File: config.mk
export PLATFORM = sky130hd
export DESIGN_NAME = bsmms_ctrl
export DESIGN_NICKNAME = d
export VERILOG_FILES = /design/src/hw/rtl/bsmms_pkg.sv /design/src/hw/rtl/bsmms_ctrl.sv
export VERILOG_INCLUDE_DIRS = /design/src /design/src/hw/rtl
export SDC_FILE = /design/constraint.sdc
export NUM_CORES = 1
export LEC_CHECK = 0
export BUFFER_PORTS_ARGS = -buffer_cell sky130_fd_sc_hd__buf_4
export CAP_MARGIN = 10
export CORE_AREA = 8 8 45 47
export DETAILED_ROUTE_END_ITERATION = 12
export DIE_AREA = 0 0 53 55
export SYNTH_ARGS = -nofsm -noshare
export SYNTH_HDL_FRONTEND = slang
export SYNTH_SLANG_ARGS = --single-unit
File: constraint.sdc
create_clock -name clk -period 1.8 [get_ports clk]
set_input_delay 0.18 -clock clk [delete_from_list [all_inputs] [get_ports clk]]
set_output_delay 0.18 -clock clk [all_outputs]
set_load 0.005 [all_outputs]
File: src/hw/rtl/bounded_set_min_max_span_unit_assert.svh
// Assertion macros shared by the span unit modules.
`ifndef BOUNDED_SET_MIN_MAX_SPAN_UNIT_ASSERT_SVH
`define BOUNDED_SET_MIN_MAX_SPAN_UNIT_ASSERT_SVH

// Same-cycle implication.
`define BSMMS_ASSERT_NOW(lbl, ante, cons, msg) \
    lbl: assert property (@(posedge clk) disable iff (!rst_n) (ante) |-> (cons)) \
        else $error(msg);

// Next-cycle implication.
`define BSMMS_ASSERT_NEXT(lbl, ante, cons, msg) \
    lbl: assert property (@(posedge clk) disable iff (!rst_n) (ante) |=> (cons)) \
        else $error(msg);

`endif

File: src/hw/rtl/bsmms_pkg.sv
package bsmms_pkg;

    localparam int MAX_ENTRIES    = 1024;
    localparam int ADDR_W         = $clog2(MAX_ENTRIES);
    localparam int HELD_W         = $clog2(MAX_ENTRIES + 1);
    localparam int DATA_W         = 32;
    localparam int GAP_W          = DATA_W + 1;
    localparam int CNT_W          = 11;
    localparam int LIM_W          = (HELD_W > CNT_W) ? HELD_W : CNT_W;
    localparam int MIN_FOR_SPANS  = 2;

    localparam logic [CNT_W-1:0]  CAPACITY_RESET = CNT_W'(1024);
    localparam logic [DATA_W-1:0] SIGN_FLIP      = {1'b1, {(DATA_W-1){1'b0}}};

    typedef struct packed {
        logic start;
        logic scan;
        logic reject;
        logic commit;
        logic load;
    } cmd_t;

    typedef struct packed {
        logic full;
        logic scan_done;
    } sts_t;

endpackage

File: src/hw/rtl/bsmms_ctrl.sv
module bsmms_ctrl (
    input  logic             clk,
    input  logic             rst_n,
    input  logic             in_valid,
    output logic             in_ready,
    output logic             out_valid,
    input  logic             out_ready,
    input  bsmms_pkg::sts_t  sts,
    output bsmms_pkg::cmd_t  cmd
);
    import bsmms_pkg::*;

    typedef enum logic [2:0] {
        S_IDLE   = 3'b001,
        S_SCAN   = 3'b010,
        S_RESULT = 3'b100
    } state_t;

    state_t state_reg, state_next;
    logic   out_valid_reg, out_valid_next;
    logic   in_beat;

    assign in_ready = (state_reg == S_IDLE);
    assign in_beat  = in_valid && in_ready;
    assign out_valid = out_valid_reg;

    always_comb
    begin
        state_next     = state_reg;
        out_valid_next = out_valid_reg && !out_ready;
        cmd            = '0;
        unique case (state_reg)
            S_IDLE:
            begin
                if (in_beat)
                begin
                    cmd.start  = 1'b1;
                    state_next = S_SCAN;
                end
            end
            S_SCAN:
            begin
                if (sts.full)
                begin
                    cmd.reject = 1'b1;
                    state_next = S_RESULT;
                end
                else
                begin
                    cmd.scan = 1'b1;
                    if (sts.scan_done)
                    begin
                        cmd.commit = 1'b1;
                        state_next = S_RESULT;
                    end
                end
            end
            S_RESULT:
            begin
                if (!out_valid_reg || out_ready)
                begin
                    cmd.load       = 1'b1;
                    out_valid_next = 1'b1;
                    state_next     = S_IDLE;
                end
            end
            default:
            begin
                state_next = S_IDLE;
            end
        endcase
    end

    always_ff @(posedge clk or negedge rst_n)
    begin
        if (!rst_n)
        begin
            state_reg     <= S_IDLE;
            out_valid_reg <= 1'b0;
        end
        else
        begin
            state_reg     <= state_next;
            out_valid_reg <= out_valid_next;
        end
    end

`include "bounded_set_min_max_span_unit_assert.svh"

    `BSMMS_ASSERT_NOW(a_load_slot_free, cmd.load, !out_valid_reg || out_ready, "load into busy slot")
    `BSMMS_ASSERT_NEXT(a_load_shows, cmd.load, out_valid_reg, "loaded beat not shown")
    `BSMMS_ASSERT_NEXT(a_beat_starts_scan, in_beat, state_reg == S_SCAN, "beat did not start scan")

endmodule

==> tab_implementation.tex, run 1 <==
\begin{tabular}{lr}
\hline
Metric & Value \\
\hline
\multicolumn{2}{l}{\textbf{Global routing}} \\
\quad Total overflow reported by the global router & 0 \\
\quad Global-route wire length before repair & 1124 µm \\
\quad Number of antenna violations at the first check in global routing & 0 \\
\quad Overall routing resource usage & 5.364\% \\
\quad Number of global-route vias before repair & 276 \\
\quad Maximum number of pins on one net before global-route repair & 10 \\
\multicolumn{2}{l}{\textbf{Clock tree}} \\
\quad Longest Clk Path Bufs & 2 \\
\quad Clock slew at the register clock pins of the worst setup and hold paths & 30 ps \\
\quad Quantity of gates resized following cts & 0 \\
\quad Worst-Skew Late Latency & 240 ps \\
\quad Count of H-tree levels built during CTS & 1 \\
\quad Clk root buf & sky130\_fd\_sc\_hd\_\_clkbuf\_4 \\
\quad Cts bufs inserted & 3 \\
\quad Clock tree from TritonCTS & yes \\
\quad CTS Sinks & 4 \\
\multicolumn{2}{l}{\textbf{Place}} \\
\quad RD Place Congestion & 0.7412 \\
\quad I/O Buffers & 12 \\
\multicolumn{2}{l}{\textbf{STA}} \\
\quad Post-route clock skew & 6.642 ps \\
\quad Hold violation total from the final report & 0 \\
\quad Final Slew Violations & 0 \\
\quad Shortest period the worst path allows & 1633 ps \\
\quad Sum of negative setup slack & 0 ps \\
\quad Tcrit/Tclk final & 90.71\% \\
\quad Final setup violating endpoints & 0 \\
\quad Fin Hold WS & 257.0 ps \\
\quad Tightest Pin Transition & 329.4 ps \\
\quad Max-Slew Margin vs Limit & 77.99\% \\
\quad Highest Clock Rate & 0.6124 GHz \\
\quad Unrepaired setup endpoints after global routing & false \\
\multicolumn{2}{l}{\textbf{Layout}} \\
\quad Final core utilization & 29.39\% \\
\quad Total number of nets in the final design & 50 \\
\quad Number of fillers in the final layout & 149 \\
\quad Number of antenna cells inserted & 0 \\
\quad Share of cells above drive strength 1 & 46.51\% \\
\quad Area grow syn2layout & 49.77\% \\
\quad Max reg flops & 3 \\
\multicolumn{2}{l}{\textbf{Floorplanning}} \\
\quad Total die area & 2915 µm² \\
\quad Starting density of the core & 19.62\% \\
\quad Cell row count & 14 \\
\quad Horizontal die dimension & 53 µm \\
\quad Core footprint & 1384 µm² \\
\quad Chip Height & 55 µm \\
\quad Number of top-level design ports & 13 \\
\multicolumn{2}{l}{\textbf{Routing}} \\
\quad Remaining DRCs & 0 \\
\quad Antenna violation net count after detailed routing & 0 \\
\quad Routed len/inst & 11.32 µm \\
\quad DRT Wirelength & 668 µm \\
\quad Detailed-route via count & 262 \\
\quad Met1 layer wirelength in the final routing & 282 µm \\
\quad Iter 0 DRT Violations & 0 \\
\quad Vias per inst & 4.441 \\
\quad Met3 Routed Length & 35 µm \\
\quad Routed length on met2 & 324 µm \\
\quad Highest routed layer & met4 \\
\quad Length of the first detailed-routing pass in iterations & 1 \\
\multicolumn{2}{l}{\textbf{Worst setup path}} \\
\quad Kind of critical path & reg -> out \\
\quad Endpoint required time on the critical path & 1620 ps \\
\quad Critical path endpoint category & primary output \\
\quad Max FO, Critical Path & 9 \\
\quad Critical path arrival & 1450 ps \\
\quad Crit start category & register \\
\multicolumn{2}{l}{\textbf{Synthesis}} \\
\quad Post-synthesis sequential area ratio & 37.33\% \\
\quad Share of the synthesized area in the top cell type & 27.65\% \\
\quad Post-synthesis net count & 33 \\
\quad Ys Warns & 0 \\
\quad Cell type with the largest total area after synthesis & sky130\_fd\_sc\_hd\_\_dfrtp\_1 \\
\quad Top cells by area, synth & sky130\_fd\_sc\_hd\_\_dfrtp\_1, sky130\_fd\_sc\_hd\_\_dfstp\_2, sky130\_fd\_sc\_hd\_\_nor4b\_4 \\
\quad Leading post-synthesis cells by instance count & sky130\_fd\_sc\_hd\_\_dfrtp\_1, sky130\_fd\_sc\_hd\_\_nand2\_1 \\
\quad Cell variety after synth & 24 \\
\quad Number of enable flip-flop cells after synthesis & 0 \\
\quad Share of async-settable or async-resettable flops after synthesis & 100.0\% \\
\quad Cell count after synthesis & 27 \\
\quad Count leader, synth & sky130\_fd\_sc\_hd\_\_dfrtp\_1 \\
\quad Syn\_area\_per\_cell & 10.06 µm² \\
\quad Primary FF master, synth & sky130\_fd\_sc\_hd\_\_dfrtp\_1 \\
\quad Area of the mapped netlist & 271.5 µm² \\
\quad Register bit count reported by yosys & 4 \\
\multicolumn{2}{l}{\textbf{Power}} \\
\quad Worst IR Drop VDD & 345.8 µV \\
\quad Power density of the placed cells & 1296 nW/µm² \\
\quad Leakage & 0.1933 nW \\
\quad Total power of the final layout & 0.5271 mW \\
\multicolumn{2}{l}{\textbf{Run status}} \\
\quad Run status & complete, no violations \\
\multicolumn{2}{l}{\textbf{Min path}} \\
\quad Hold Path Class & in -> reg \\
\multicolumn{2}{l}{\textbf{Job}} \\
\quad Maxcap violations & 0 \\
\hline
\end{tabular}
layout make-up:
class                           count  area, µm²  share of cell area (%)
Clock buffer                        4      26.28                   6.462
Tap cell                           16      20.02                   4.923
Inverter                            2      7.507                   1.846
Timing Repair Buffer               13      100.1                   24.62
Sequential cell                     4      101.3                   24.92
Multi-Input combinational cell     20      151.4                   37.23
where the power goes:
part	switching (mW)	internal (mW)	total, mW	leakage (nW)
Combinational	0.0725	0.131	0.203	0.128
Sequential	0.0689	0.133	0.202	0.0505
Clock	0.0387	0.0833	0.122	0.0150
Total	0.180	0.347	0.527	0.193
per-stage QoR:
| stage | cells | cell area (µm²) | setup slack [ps] |
|---|---|---|---|
| 2_1_floorplan | 27 | 271.5 | 504.3 |
| 3_5_place_dp | 54 | 370.4 | 406.9 |
| 5_1_grt | 59 | 406.6 | 32.27 |
| 4_1_cts | 59 | 406.6 | 154.1 |
| 3_3_place_gp | 54 | 370.4 | 444.4 |
| 6_report | 59 | 406.6 | 167.2 |
logic make-up (layout without fill, tap and decap cells):
| kind of cell | after synthesis | after routing | synth area share, % |
|---|---|---|---|
| AOI/OAI and AO/OA | 6 | 6 | 16.13 |
| buffers and inverters | 3 | 19 | 6.909 |
| DFF | 4 | 4 | 37.33 |
| and+or+nand+nor | 14 | 14 | 39.64 |
cells in the final DEF (no fill, tap or decap), drive strengths merged:
master	instances
a21oi	1
a311o	1
a31oi	1
and2	2
and2b	1
and4bb	1
buf	12
clkbuf	4
dfrtp	3
dfstp	1
dlygate4sd3	1
inv	2
nand2	2
nand2b	1
nand3b	1
nor2	1
nor2b	1
nor3	1
nor3b	1
nor4b	1
o211ai	1
o21ai	1
o22a	1
or3	1
critical path: stages, from the launching register on:
cell,delay (ps)
sky130_fd_sc_hd__dfstp_2,610
sky130_fd_sc_hd__nor3b_1,330
sky130_fd_sc_hd__and2_1,180
sky130_fd_sc_hd__buf_4,100
routing by layer:
metal	GRT usage, %	up-vias
li1	-	131
met1	5.038	118
met2	8.203	9
met3	2.139	4
met4	6.466	0
met5	0	-
worst paths after layout:
check                                  start           end  slack [ps]  cells past startpoint
max in group asynchronous              rst_n  state_reg[0]        1330                      2
worst max register to register  state_reg[0]  state_reg[0]         530                      3
worst min-delay path                in_valid  state_reg[0]         260                      3
worst max-delay path            state_reg[0]        cmd[4]         170                      3
min in group asynchronous              rst_n  state_reg[2]         270                      2
worst min register to register  state_reg[0]  state_reg[2]         580                      1
timing repair:
item                      in CTS  in global routing
hold buffers                   1                  0
buffers inserted               0                  0
hold endpoints to repair       4                  0
No activity file was read; power rests on OpenSTA's default activity.
==> run 2, diff against run 1 <==
--- a/config.mk
+++ b/config.mk
@@ -9,6 +9,7 @@
 export BUFFER_PORTS_ARGS = -buffer_cell sky130_fd_sc_hd__buf_4
 export CAP_MARGIN = 10
 export CORE_AREA = 8 8 45 47
+export CTS_BUF_LIST = sky130_fd_sc_hd__clkbuf_2 sky130_fd_sc_hd__clkbuf_4 sky130_fd_sc_hd__clkbuf_8
 export DETAILED_ROUTE_END_ITERATION = 12
 export DIE_AREA = 0 0 53 55
 export SYNTH_ARGS = -nofsm -noshare
==> tab_implementation.tex, run 2 (same netlist as run 1, synthesis figures left out) <==
\begin{tabular}{lr}
\hline
Metric & Value \\
\hline
\multicolumn{2}{l}{\textbf{Floorplanning}} \\
\quad Starting density of the core & 19.62\% (unchanged) \\
\quad Cell row count & 14 (unchanged) \\
\quad Horizontal die dimension & 53 µm (unchanged) \\
\quad Chip Height & 55 µm (unchanged) \\
\quad Core footprint & 1384 µm² (unchanged) \\
\quad Total die area & 2915 µm² (unchanged) \\
\quad Number of top-level design ports & 13 (unchanged) \\
\multicolumn{2}{l}{\textbf{STA}} \\
\quad Highest Clock Rate & 0.6131 GHz (was 0.6124 GHz) \\
\quad Final setup violating endpoints & 0 (unchanged) \\
\quad Final Slew Violations & 0 (unchanged) \\
\quad Max-Slew Margin vs Limit & 77.99\% (unchanged) \\
\quad Hold violation total from the final report & 0 (unchanged) \\
\quad Tcrit/Tclk final & 90.62\% (was 90.71\%) \\
\quad Unrepaired setup endpoints after global routing & false (unchanged) \\
\quad Sum of negative setup slack & 0 ps (unchanged) \\
\quad Tightest Pin Transition & 329.4 ps (unchanged) \\
\quad Post-route clock skew & 7.563 ps (was 6.642 ps) \\
\quad Shortest period the worst path allows & 1631 ps (was 1633 ps) \\
\multicolumn{2}{l}{\textbf{Routing}} \\
\quad Detailed-route via count & 256 (was 262) \\
\quad Length of the first detailed-routing pass in iterations & 1 (unchanged) \\
\quad Routed len/inst & 11.27 µm (was 11.32 µm) \\
\quad Vias per inst & 4.339 (was 4.441) \\
\quad Antenna violation net count after detailed routing & 0 (unchanged) \\
\quad Iter 0 DRT Violations & 0 (unchanged) \\
\quad Remaining DRCs & 0 (unchanged) \\
\quad DRT Wirelength & 665 µm (was 668 µm) \\
\multicolumn{2}{l}{\textbf{Job}} \\
\quad Maxcap violations & 0 (unchanged) \\
\multicolumn{2}{l}{\textbf{Layout}} \\
\quad Final core utilization & 29.66\% (was 29.39\%) \\
\quad Area grow syn2layout & 51.15\% (was 49.77\%) \\
\quad Total number of nets in the final design & 50 (unchanged) \\
\quad Top library cells by usage in the layout, fill and taps aside & sky130\_fd\_sc\_hd\_\_buf\_4, sky130\_fd\_sc\_hd\_\_clkbuf\_4, sky130\_fd\_sc\_hd\_\_dfrtp\_1 (unchanged) \\
\quad Most common cell after layout, fill and taps aside & sky130\_fd\_sc\_hd\_\_buf\_4 (unchanged) \\
\quad Share of cells above drive strength 1 & 48.84\% (was 46.51\%) \\
\quad Number of antenna cells inserted & 0 (unchanged) \\
\quad Number of fillers in the final layout & 148 (was 149) \\
\quad Max reg flops & 3 (unchanged) \\
\multicolumn{2}{l}{\textbf{Global routing}} \\
\quad Global-route wire length before repair & 1110 µm (was 1124 µm) \\
\quad Overall routing resource usage & 5.200\% (was 5.364\%) \\
\quad Number of antenna violations at the first check in global routing & 0 (unchanged) \\
\quad Maximum number of pins on one net before global-route repair & 10 (unchanged) \\
\quad Total overflow reported by the global router & 0 (unchanged) \\
\quad Number of global-route vias before repair & 275 (was 276) \\
\multicolumn{2}{l}{\textbf{Worst setup path}} \\
\quad Endpoint required time on the critical path & 1620 ps (about the same) \\
\quad Critical path arrival & 1450 ps (about the same) \\
\quad Slack of the worst reg-to-reg path & 530 ps (about the same) \\
\quad Kind of critical path & reg -> out (unchanged) \\
\quad Reg-to-Reg End & state\_reg[0] (unchanged) \\
\quad Critical Path Sink & cmd[4] (unchanged) \\
\quad Critical path endpoint category & primary output (unchanged) \\
\quad Worst Reg2Reg Path Length in Cells & 3 (unchanged) \\
\quad Crit start category & register (unchanged) \\
\quad Worst r2r src & state\_reg[0] (unchanged) \\
\quad Max FO, Critical Path & 9 (unchanged) \\
\quad Critical path startpoint & state\_reg[0] (unchanged) \\
\multicolumn{2}{l}{\textbf{Power}} \\
\quad Worst IR Drop VDD & 431.1 µV (was 345.8 µV) \\
\quad Total power of the final layout & 0.5418 mW (was 0.5271 mW) \\
\quad Leakage & 0.1967 nW (was 0.1933 nW) \\
\quad Power density of the placed cells & 1320 nW/µm² (was 1296 nW/µm²) \\
\multicolumn{2}{l}{\textbf{Place}} \\
\quad I/O Buffers & 12 (unchanged) \\
\quad RD Place Congestion & 0.7412 (unchanged) \\
\multicolumn{2}{l}{\textbf{Clock tree}} \\
\quad Worst-Skew Late Latency & 240 ps (about the same) \\
\quad CTS Hold Bufs & 1 (unchanged) \\
\quad Quantity of gates resized following cts & 0 (unchanged) \\
\quad Clk root buf & sky130\_fd\_sc\_hd\_\_clkbuf\_4 (unchanged) \\
\quad Clock slew at the register clock pins of the worst setup and hold paths & 40 ps (was 30 ps) \\
\quad Post-CTS setup buffer count & 0 (unchanged) \\
\quad Longest Clk Path Bufs & 2 (unchanged) \\
\quad CTS Sinks & 4 (unchanged) \\
\quad Count of H-tree levels built during CTS & 1 (unchanged) \\
\quad Clock tree from TritonCTS & yes (unchanged) \\
\quad Cts bufs inserted & 3 (unchanged) \\
\multicolumn{2}{l}{\textbf{Run status}} \\
\quad Run status & complete, no violations (unchanged) \\
\multicolumn{2}{l}{\textbf{Min path}} \\
\quad Hold Path Class & in -> reg (unchanged) \\
\hline
\end{tabular}
## run 2: cell counts in the layout (fill, tap and decap cells not counted)
Identical to the previous run, type by type.
## run 2: power breakdown
part           leakage [nW]  switching, mW  total, mW  internal, mW
clock                0.0184         0.0384      0.137        0.0983
sequential           0.0505         0.0689      0.202         0.133
combinational         0.128         0.0724      0.203         0.131
## run 2: through the flow
stage / hold slack (ps) / setup slack [ps] / area, µm² / cells
global placement: -22.10 / 444.4 / 370.4 / 54
detailed placement: -20.56 / 406.9 / 370.4 / 54
finish: 256.7 / 168.9 / 410.4 / 59
global route: 257.6 / 34.94 / 410.4 / 59
CTS: 256.5 / 158.1 / 410.4 / 59
floorplan: -115.6 / 504.3 / 271.5 / 27
## run 2: worst min-delay path by stage
stage	start	end	cells after the start
2_1_floorplan	rst_n	out_valid	0
3_3_place_gp	rst_n	out_valid	1
3_5_place_dp	rst_n	out_valid	1
4_1_cts	out_ready	out_valid	3
5_1_grt	out_ready	out_valid	3
6_report	out_ready	out_valid	3
## run 2: cell type report
cell class                 count  area (µm²)  share of cell area (%)
clock buffer                   4       30.03                   7.317
timing repair buffer          13       100.1                   24.39
sequential                     4       101.3                   24.70
tap                           16       20.02                   4.878
multi-input combinational     20       151.4                   36.89
inverter                       2       7.507                   1.829
## run 2: critical path: stages, from the launching register on
cell and delay [ps]:
sky130_fd_sc_hd__dfstp_2 610, sky130_fd_sc_hd__nor3b_1 330, sky130_fd_sc_hd__and2_1 180, sky130_fd_sc_hd__buf_4 100
## run 2: per-layer routing
| layer | GRT usage [%] | routed length [µm] | up-vias |
|---|---|---|---|
| met5 | 0 | 0 | - |
| met4 | 5.172 | 11 | 0 |
| met3 | 2.139 | 33 | 2 |
| met2 | 8.203 | 334 | 7 |
| met1 | 5.038 | 285 | 116 |
| li1 | - | - | 131 |
